==> src/sv/rsfe_pkg.sv <==
// ----------------------------------------------------------------------------
// rsfe_pkg
// Shared types, codes and helper functions for the raster span fill engine.
// ----------------------------------------------------------------------------
package rsfe_pkg;

    // Fixed field geometry of the command and result items.
    localparam int WORD_BITS = 32;
    localparam int WIDX_W    = 6;   // word index within a row, x fields are 11 bits
    localparam int WCNT_W    = 7;   // number of words an item touches, up to 64

    // Command codes.
    typedef enum logic [1:0] {
        MODE_FILL    = 2'd0,
        MODE_CLEAR   = 2'd1,
        MODE_PATTERN = 2'd2,
        MODE_READ    = 2'd3
    } t_mode;

    // Configuration register indexes.
    typedef enum logic {
        CFG_WIDTH  = 1'b0,
        CFG_HEIGHT = 1'b1
    } t_cfg_idx;

    // Decoded command, handed from the decoder to the sequencer.
    typedef struct packed {
        t_mode                 mode;
        logic                  bad;
        logic                  touch;
        logic [WIDX_W-1:0]     first_w;
        logic [WIDX_W-1:0]     last_w;
        logic [WCNT_W-1:0]     count;
        logic [4:0]            lo_bit;
        logic [4:0]            hi_bit;
        logic [WORD_BITS-1:0]  pat_lo;
        logic [WORD_BITS-1:0]  pat_hi;
    } t_cmd;

    // Mask with the n lowest bits set, n below 32.
    function automatic logic [WORD_BITS-1:0] low_ones(input logic [4:0] n);
        return (WORD_BITS'(1) << n) - WORD_BITS'(1);
    endfunction

    // Bits of word w that lie inside a raster of the given width.
    function automatic logic [WORD_BITS-1:0] width_mask(input logic [6:0] w,
                                                        input logic [10:0] width);
        logic [11:0] base;
        logic [11:0] wid;
        logic [11:0] rem;
        base = {w, 5'b0};
        wid  = {1'b0, width};
        rem  = wid - base;
        if (base >= wid) begin
            return '0;
        end else if (rem >= 12'd32) begin
            return '1;
        end
        return low_ones(rem[4:0]);
    endfunction

endpackage

==> src/sv/rsfe_word_unit.sv <==
// ----------------------------------------------------------------------------
// rsfe_word_unit
// Read-modify-write unit shared by every word that a command visits.
// ----------------------------------------------------------------------------
module rsfe_word_unit
    import rsfe_pkg::*;
(
    input  t_cmd                  i_cmd,
    input  logic [WIDX_W-1:0]     i_word_idx,
    input  logic [WORD_BITS-1:0]  i_old_word,
    output logic [WORD_BITS-1:0]  o_new_word
);

    logic                 is_first, is_last;
    logic [WORD_BITS-1:0] lo_m, hi_m, mask;

    assign is_first = (i_word_idx == i_cmd.first_w);
    assign is_last  = (i_word_idx == i_cmd.last_w);

    // Span masks trim the first and the last word; inner words are full.
    assign lo_m = is_first ? ~low_ones(i_cmd.lo_bit) : '1;
    assign hi_m = (is_last && (i_cmd.hi_bit != 5'd0)) ? low_ones(i_cmd.hi_bit) : '1;

    always_comb begin
        if (i_cmd.mode == MODE_PATTERN) begin
            mask = is_first ? i_cmd.pat_lo : i_cmd.pat_hi;
        end else begin
            mask = lo_m & hi_m;
        end
    end

    // Clear drops the masked bits, every other write sets them.
    assign o_new_word = (i_cmd.mode == MODE_CLEAR) ? (i_old_word & ~mask)
                                                   : (i_old_word | mask);

endmodule

==> config.mk <==
export PLATFORM = sky130hd
export DESIGN_NAME = rsfe_word_unit
export DESIGN_NICKNAME = d
export VERILOG_FILES = /design/src/sv/rsfe_pkg.sv /design/src/sv/rsfe_word_unit.sv
export SDC_FILE = /design/constraint.sdc
export NUM_CORES = 1
export LEC_CHECK = 0
export ABC_AREA = 1
export BUFFER_PORTS_ARGS = -buffer_cell sky130_fd_sc_hd__buf_2
export CAP_MARGIN = 25
export CORE_ASPECT_RATIO = 0.75
export CORE_UTILIZATION = 35
export DETAILED_ROUTE_END_ITERATION = 16
export MAX_ROUTING_LAYER = met4
export PLACE_DENSITY = 0.64
export SYNTH_ARGS = -nofsm -noshare
export SYNTH_HDL_FRONTEND = slang
export SYNTH_SLANG_ARGS = --single-unit
==> constraint.sdc <==
create_clock -name vclk -period 2.8
set_input_delay 0 -clock vclk [all_inputs]
set_output_delay 0 -clock vclk [all_outputs]
set_load 0.05 [all_outputs]
==> results of run 1 <==
## report_power, final
group / switching [mW] / internal, mW
combinational: 0.517 / 0.226
clock: 0 / 0
sequential: 0 / 0
total: 0.517 / 0.226
## per-layer routing
layer,track usage,routed length [um],share of wire,vias to the layer above
li1,-,-,-,2538
met1,0.406,6170,0.45,2182
met2,0.436,5570,0.41,335
met3,0.0357,1650,0.12,14
met4,0.0431,197,0.014,0
met5,-,0,0,-
## layout by cell type (no fill, tap or decap), drive strengths merged, types with 5 or more instances in the layout
cell type / synthesis / layout
nand4: 33 / 33
a21oi: 32 / 32
nand2: 186 / 186
nor2: 143 / 143
o21ai: 63 / 63
xnor2: 5 / 5
o22ai: 9 / 9
a31oi: 5 / 5
nand3: 87 / 87
inv: 54 / 54
buf: 17 / 168
## Yosys cell counts, drive strengths merged
library cell    n
xor2            2
buf            17
nand4          33
o2bb2ai         1
a311oi          1
nand3b          3
o21bai          4
nand3          87
ha              2
or2             4
o31ai           1
o211ai          2
clkinv          1
nand2         186
xnor2           5
clkbuf         17
o22ai           9
nor3            4
a21oi          32
a31oi           5
inv            54
nor2          143
o21ai          63
o2111ai         2
## cell type report
type	count	area share
timing repair buffer	168	0.217
multi-input combinational	589	0.699
inverter	55	0.0509
tap	108	0.0333
## cell families after synthesis
logic type | count (synthesis)
buffers and inverters | 89
XOR/XNOR | 7
adder cells (fa/ha/maj) | 2
AND/OR/NAND/NOR | 460
AO/OA/AOI/OAI | 120
## worst max-delay path, cell delays in order
cell and delay [ns]:
buf_2 0.20, inv_1 0.15, nand2_1 0.21, inv_1 0.08
nand2_1 0.06, ha_1 0.20, nand2_1 0.11, nor2_2 0.31
nand2_1 0.14, nor2_1 0.26, nand4_1 0.12, nand3_1 0.09
nand3_1 0.11, nand2_1 0.08, nand2_1 0.05, nand2_1 0.06
buf_2 0.26
## stage by stage
stage	util	worst slack (ns)	hold WS, ns	power (mW)	cells
floorplan	-	0.591	0.278	0.515	678
global placement	0.466	0.434	0.402	0.730	920
detailed placement	0.466	0.401	0.405	0.733	920
CTS	0.466	0.394	0.405	0.736	920
global route	0.466	0.0650	0.422	0.815	920
finish	0.466	0.291	0.401	0.743	920
## how the worst max path moves through the flow
stage	end	cells after the start	slack (ns)	from
final	o_new_word[18]	17	0.29	i_cmd[69]
after detailed placement	o_new_word[18]	17	0.40	i_cmd[69]
after floorplan	o_new_word[2]	12	0.59	i_cmd[70]
after global placement	o_new_word[18]	17	0.43	i_cmd[69]
after global routing	o_new_word[30]	17	0.07	i_cmd[69]
after CTS	o_new_word[18]	17	0.39	i_cmd[69]
==> key figures, run 1 <==
Synthesis
  – Largest family of logic cells by synthesized area: simple AND/OR/NAND/NOR gates
  – Netlist Area Pre-Place: roughly 3200 um2
  – Largest area contributor in the netlist: nand2_1
  – Xor/xnor share of the synthesized area: 0.0190
  – Yosys synthesis warning count: 0
  – Synth cell types: 36
  – Synth Area in Simple Gates: 0.650
  – Syn Nets: 815
  – Mean Syn Cell Area: roughly 4.8 um2
  – Mux contribution to synthesized area: 0
  – Post-synthesis instance total: 678
  – Top cells by area, synth: nand2_1 21%, nor2_1 14%, nand3_1 13%
  – Seq/Total Area, Yosys: 0
  – Synth Area in Adders: 0.00774
  – Compound-gate portion of the synthesized area: 0.201
  – Synth top area share: 0.206

Global route
  – Initial antenna violation count: 0
  – Vias in the first global route: around 4300
  – Largest net degree at the start of global routing: 40
  – Gr usage total: 0.285
  – Grt total ovfl: 0
  – First-pass GRT wire length: roughly 22000 um

Drt
  – Final ANT Viol Nets: 0
  – DR vias: between 5000 and 6000
  – Residual DRC: 0
  – Via density: 5.51
  – WL per Instance: around 15 um
  – Final wirelength: approximately 14000 um
  – 1st-iter DRT viols: ~610
  – First-pass DRT Iterations: 6

Clock network
  – Post-CTS Setup Inserts: 0
  – Post_cts resized: 0
  – Hold Buf Count CTS: 0

Power and ir drop
  – Static Leakage: 2.35 nW
  – Worst VDD drop: ~0.14 mV
  – P per Cell Area: between 150 and 200 nW/um2

Floorplanning
  – Core area: roughly 8700 um2
  – Io pins: 167
  – Die height: 85.2 um
  – Starting Density: 0.371
  – Rows: 29
  – Die X-Extent: about 110 um
  – Die area: around 9600 um2

Layout
  – Layout cells sized above 1: 0.265
  – CLK BUF: 0
  – N_diodes: 0
  – Register area: 0 um2
  – Layout filler cell count: 1041
  – Post-Layout Inst Area: a little over 4000 um2
  – Layout overhead on the synthesized area: 25.5%
  – Area of the multi-input gates: between 2000 and 3000 um2
  – Final net count: about 950
  – Seq_cells: 0

Placed design
  – Detailed placement HPWL: about 11000 um
  – Gpl congestion: between 0.9 and 1
  – Placed inst area: a little over 4000 um2
  – Port buffer count: 158

Hold path
  – Hold depth: 4
  – Hold Crit Endpoint: o_new_word[13]
  – Hold WC Path Type: in -> out
  – Hold path start: i_old_word[13]

Timing
  – Max_slew headroom: 0.591
  – Crit share post-route: 0.896
  – Setup TNS: 0 ns
  – Achievable frequency: approximately 400 MHz
  – Final Hold Vio Count: 0
  – RSZ-0062 raised after global routing: false
  – Minimum clock period after layout: roughly 2.5 ns
  – # setup viols final: 0
  – Pins over their slew limit: 0
  – Worst-margin pin slew: around 0.61 ns

Setup path
  – Critical Path AT: about 2.5 ns
  – WS Path Type: in -> out
  – CP endpoint kind: primary output
  – CP Launch Type: input pin
  – CP required: ~2.8 ns
  – Maximum fanout along the worst path: 9

Run status
  – Status: finished clean

Run
  – Max Cap Viol: 0
No activity file was read; power rests on OpenSTA's default activity.
==> inputs of run 2 (changes only) <==
CORE_UTILIZATION = 52   (was 35)
PLACE_DENSITY = 0.9   (was 0.64)
==> key figures, run 2 (synthesis results as in run 1) <==
Global route
  – Met2 Use GR: 0.629 (+0.193)
  – Met3 GRT Util: 0.0545 (+0.0188)
  – Initial antenna violation count: 0 (unchanged)
  – First-pass GRT wire length: 20400 um (-5.3%)
  – GR Layer Usage met1: 0.505 (+0.0988)
  – Grt total ovfl: 0 (unchanged)
  – Global route hottest layer: met2
  – Gr usage total: 0.397 (+0.112)
  – Vias in the first global route: 4508 (+4.3%)
  – Largest net degree at the start of global routing: 35 (-13%)

Placed design
  – Gpl congestion: 0.976 (+2.4%)
  – DP Worst Slack: 0.395 ns (-0.00605 ns)
  – Placed inst area: 4010 um2 (-1.2%)
  – Detailed placement HPWL: 10600 um (-3.2%)
  – Placed cells: 890 (-3.3%)
  – Port buffer count: 158 (unchanged)

Hold path
  – Hold depth: 4 (unchanged)
  – Hold WC Path Type: in -> out

Setup path
  – Slowest cell on crit path: buf_2
  – Cell family with most CP delay: simple AND/OR/NAND/NOR gates
  – CP Launch Type: input pin
  – CP Buf/Inv Count: 3 (-1)
  – Critical Path AT: 2.48 ns (-0.03 ns)
  – CP endpoint kind: primary output
  – Max incr delay on CP: 0.28 ns (-0.03 ns)
  – CP required: 2.80 ns (about the same)
  – Crit path depth: 15 (-2)
  – WS Path Type: in -> out
  – Maximum fanout along the worst path: 19 (+10)
  – Worst path cell trace: buf_2 -> inv_2 -> nand4_1 -> ha_1 -> nand2_2 -> nor2_2 -> nand2_4 -> nor2_1 -> nand3_1 -> nand3_1 -> nand3_1 -> nand2_1 -> nand2_1 -> nand2_1 -> buf_2

Layout
  – CLK BUF: 0 (unchanged)
  – Layout filler cell count: 593 (-43%)
  – Most common cell after layout, fill and taps aside: nand2_1
  – N_diodes: 0 (unchanged)
  – Layout overhead on the synthesized area: 24.0%
  – Seq_cells: 0 (unchanged)
  – Fin util: 0.677 (+0.211)
  – Commonest cells after routing, fill and taps aside: 177 x nand2_1, 158 x buf_2, 124 x nor2_1, 84 x nand3_1, 59 x o21ai_0
  – Layout Cells excl Fill: 890 (-3.3%)
  – Post-Layout Inst Area: 4010 um2 (-1.2%)
  – Final net count: 951 (unchanged)
  – Register area: 0 um2 (unchanged)
  – Layout cells sized above 1: 0.265 (unchanged)

Drt
  – First-pass DRT Iterations: 5 (-1)
  – Via density: 5.89 (+7.0%)
  – DR vias: 5245 (+3.5%)
  – 1st-iter DRT viols: 519 (-14%)
  – Final ANT Viol Nets: 0 (unchanged)
  – WL per Instance: 14.8 um (+0.48%)
  – Final wirelength: 13200 um (-2.8%)
  – Residual DRC: 0 (unchanged)

Timing
  – # setup viols final: 0 (unchanged)
  – Final worst slack: 0.324 ns (+0.0329 ns)
  – Final Hold Vio Count: 0 (unchanged)
  – Crit share post-route: 0.884 (-0.0118)
  – Achievable frequency: 404 MHz (+1.3%)
  – Min Hold Slack: 0.407 ns (+0.00620 ns)
  – Setup TNS: 0 ns (unchanged)
  – RSZ-0062 raised after global routing: false
  – Max_slew headroom: 0.617 (+0.0253)
  – Worst-margin pin slew: 0.574 ns (-0.0380 ns)
  – Pins over their slew limit: 0 (unchanged)
  – Minimum clock period after layout: 2.48 ns (-0.0329 ns)

Power and ir drop
  – Static Leakage: 2.35 nW (-0.13%)
  – P per Cell Area: 186 nW/um2 (+1.8%)
  – Worst VDD drop: 0.174 mV (+29%)
  – PnR Total Power: 0.747 mW (+0.50%)

Floorplanning
  – Die X-Extent: 93.0 um (-18%)
  – Die height: 70.3 um (-18%)
  – Core area: 5920 um2 (-32%)
  – Starting Density: 0.546 (+0.175)
  – Die area: 6540 um2 (-32%)
  – Rows: 24 (-17%)
  – Io pins: 167 (unchanged)

Clock network
  – Post_cts resized: 0 (unchanged)
  – Post-CTS Setup Inserts: 0 (unchanged)
  – Hold Buf Count CTS: 0 (unchanged)

Run
  – Max Cap Viol: 0 (unchanged)

Run status
  – Status: finished clean
[run 2: cell counts in the layout (fill, tap and decap cells not counted)]
Identical to the previous run, type by type.
[run 2: path summary, 6_finish.rpt]
path / start / slack [ns] / to
min: i_old_word[26] / 0.41 / o_new_word[26]
max: i_cmd[67] / 0.32 / o_new_word[26]
[run 2: cell type report]
class,instances,area (um2),area share
Tap cell,78,97.6,0.0244
Timing Repair Buffer,168,866,0.216
Multi-Input combinational cell,589,2840,0.708
Inverter,55,206,0.0515
[run 2: per-layer routing]
layer | routed length [um] | part of all wire | up-vias
li1 | - | - | 2543
met1 | 5510 | 0.42 | 2311
met2 | 5680 | 0.43 | 339
met3 | 1380 | 0.10 | 52
met4 | 646 | 0.049 | 0
met5 | 0 | 0 | -
[run 2: tightest hold or removal path, cell delays in order]
cell and delay, ns:
buf_2 0.09, nand3_1 0.07, nand2_1 0.05, buf_2 0.20
[run 2: power breakdown]
group	leakage, nW	switching [mW]	internal [mW]
sequential	0	0	0
combinational	2.35	0.522	0.225
clock	0	0	0
total	2.35	0.522	0.225
==> inputs of run 3 (changes only) <==
==> constraint.sdc (replaced) <==
create_clock -name vclk -period 2.8
set_input_delay 0 -clock vclk [all_inputs]
set_output_delay 0 -clock vclk [all_outputs]
set_load 0.02 [all_outputs]
==> key figures, run 3 (synthesis results as in run 1) <==
Global route
  – First-pass GRT wire length: 21000 um (+3.0%)
  – Grt total ovfl: 0 (unchanged)
  – Gr usage total: 0.405 (+0.00727)
  – Largest net degree at the start of global routing: 38 (+8.6%)
  – Vias in the first global route: 4566 (+1.3%)
  – Initial antenna violation count: 0 (unchanged)

Timing
  – Achievable frequency: 416 MHz (+3.1%)
  – Minimum clock period after layout: 2.40 ns (-0.0745 ns)
  – Pins over their slew limit: 0 (unchanged)
  – Max_slew headroom: 0.573 (-0.0437)
  – # setup viols final: 0 (unchanged)
  – RSZ-0062 raised after global routing: false
  – Setup TNS: 0 ns (unchanged)
  – Min Hold Slack: 0.343 ns (-0.0639 ns)
  – Final Hold Vio Count: 0 (unchanged)
  – Worst-margin pin slew: 0.640 ns (+0.0654 ns)
  – Crit share post-route: 0.858 (-0.0266)

Setup path
  – CP Buf/Inv Count: 3 (unchanged)
  – Critical Path AT: 2.40 ns (-0.08 ns)
  – Worst path cell trace: buf_2 -> nor2_2 -> nand2_1 -> inv_1 -> nand2_1 -> ha_1 -> nand2_1 -> nor2_2 -> nand2_1 -> nor2_1 -> nand2_1 -> nand3_1 -> nand3_2 -> nand2_1 -> nand2_1 -> nand2_1 -> buf_2
  – Cell family with most CP delay: simple AND/OR/NAND/NOR gates
  – Most used cell, CP: nand2_1
  – CP endpoint kind: primary output
  – WS Path Type: in -> out
  – Slowest cell on crit path: nor2_2
  – Maximum fanout along the worst path: 13 (-6)
  – Max incr delay on CP: 0.28 ns (about the same)
  – CP Launch Type: input pin
  – CP required: 2.80 ns (about the same)

Floorplanning
  – Die height: 70.3 um (unchanged)
  – Core area: 5920 um2 (unchanged)
  – Io pins: 167 (unchanged)
  – Die area: 6540 um2 (unchanged)
  – Rows: 24 (unchanged)
  – Starting Density: 0.546 (unchanged)
  – Die X-Extent: 93.0 um (unchanged)

Layout
  – CLK BUF: 0 (unchanged)
  – Layout cells sized above 1: 0.265 (unchanged)
  – Final net count: 951 (unchanged)
  – Layout filler cell count: 575 (-3.0%)
  – Seq_cells: 0 (unchanged)
  – Commonest cells after routing, fill and taps aside: 177 x nand2_1, 158 x buf_2, 124 x nor2_1, 84 x nand3_1, 59 x o21ai_0
  – N_diodes: 0 (unchanged)
  – Register area: 0 um2 (unchanged)
  – Most common cell after layout, fill and taps aside: nand2_1
  – Layout overhead on the synthesized area: 24.0% (unchanged)

Drt
  – Residual DRC: 0 (unchanged)
  – 1st-iter DRT viols: 488 (-6.0%)
  – Final ANT Viol Nets: 0 (unchanged)
  – Final wirelength: 13200 um (-0.11%)
  – WL per Instance: 14.8 um (-0.11%)
  – First-pass DRT Iterations: 5 (unchanged)
  – Via density: 5.87 (-0.38%)
  – DR vias: 5225 (-0.38%)

Power and ir drop
  – Clock power share: 0 (unchanged)
  – Switching share of power: 0.650 (-0.0488)
  – Part of the power in registers: 0 (unchanged)
  – Worst VDD drop: 0.124 mV (-29%)
  – Internal cell power: 0.225 mW (about the same)
  – Net Sw Power: 0.417 mW (-20%)
  – Static Leakage: 2.35 nW (unchanged)
  – P per Cell Area: 160 nW/um2 (-14%)
  – Logic gate share of total power: 1.000 (about the same)

Placed design
  – Gpl congestion: 0.969 (-0.75%)
  – Detailed placement HPWL: 10700 um (+0.60%)
  – Port buffer count: 158 (unchanged)

Hold path
  – Hold WC Path Type: in -> out

Clock network
  – Post-CTS Setup Inserts: 0 (unchanged)
  – Hold Buf Count CTS: 0 (unchanged)
  – Post_cts resized: 0 (unchanged)

Run
  – Max Cap Viol: 0 (unchanged)

Run status
  – Status: finished clean
[run 3: cell counts in the layout (fill, tap and decap cells not counted)]
No cell type changed its count.
[run 3: metrics by stage]
step | utilization | cell area, um2 | cells | total power, mW | worst slack (ns)
6_report | 0.677 | 4010 | 890 | 0.643 | 0.399
5_1_grt | 0.677 | 4010 | 890 | 0.707 | 0.170
4_1_cts | 0.677 | 4010 | 890 | 0.628 | 0.508
3_5_place_dp | 0.677 | 4010 | 890 | 0.626 | 0.512
3_3_place_gp | 0.677 | 4010 | 890 | 0.609 | 0.594
2_1_floorplan | - | 3230 | 678 | 0.412 | 1.01
[run 3: final timing paths]
path,from,endpoint,slack [ns],cells past startpoint
worst min-delay path,i_old_word[21],o_new_word[21],0.34,4
worst max-delay path,i_cmd[71],o_new_word[14],0.40,17
[run 3: power by group through the flow]
stage | Clock, mW | Sequential (mW) | Combinational, mW
final | 0 | 0 | 0.643
after floorplan | 0 | 0 | 0.412
after global routing | 0 | 0 | 0.707
after global placement | 0 | 0 | 0.609
after CTS | 0 | 0 | 0.628
after detailed placement | 0 | 0 | 0.626
[run 3: metal layers]
metal  GRT usage  vias to the layer above  part of all wire
li1            -                     2536                 -
met5           -                        -                 0
met1       0.531                     2307              0.43
met2       0.659                      350              0.45
met4       0.104                        0             0.024
met3      0.0447                       32              0.10
[run 3: cell type report]
type,instances,area [um2],share of cell area
tap,78,97.6,0.0244
inverter,55,206,0.0515
multi-input combinational,589,2840,0.708
timing repair buffer,168,866,0.216
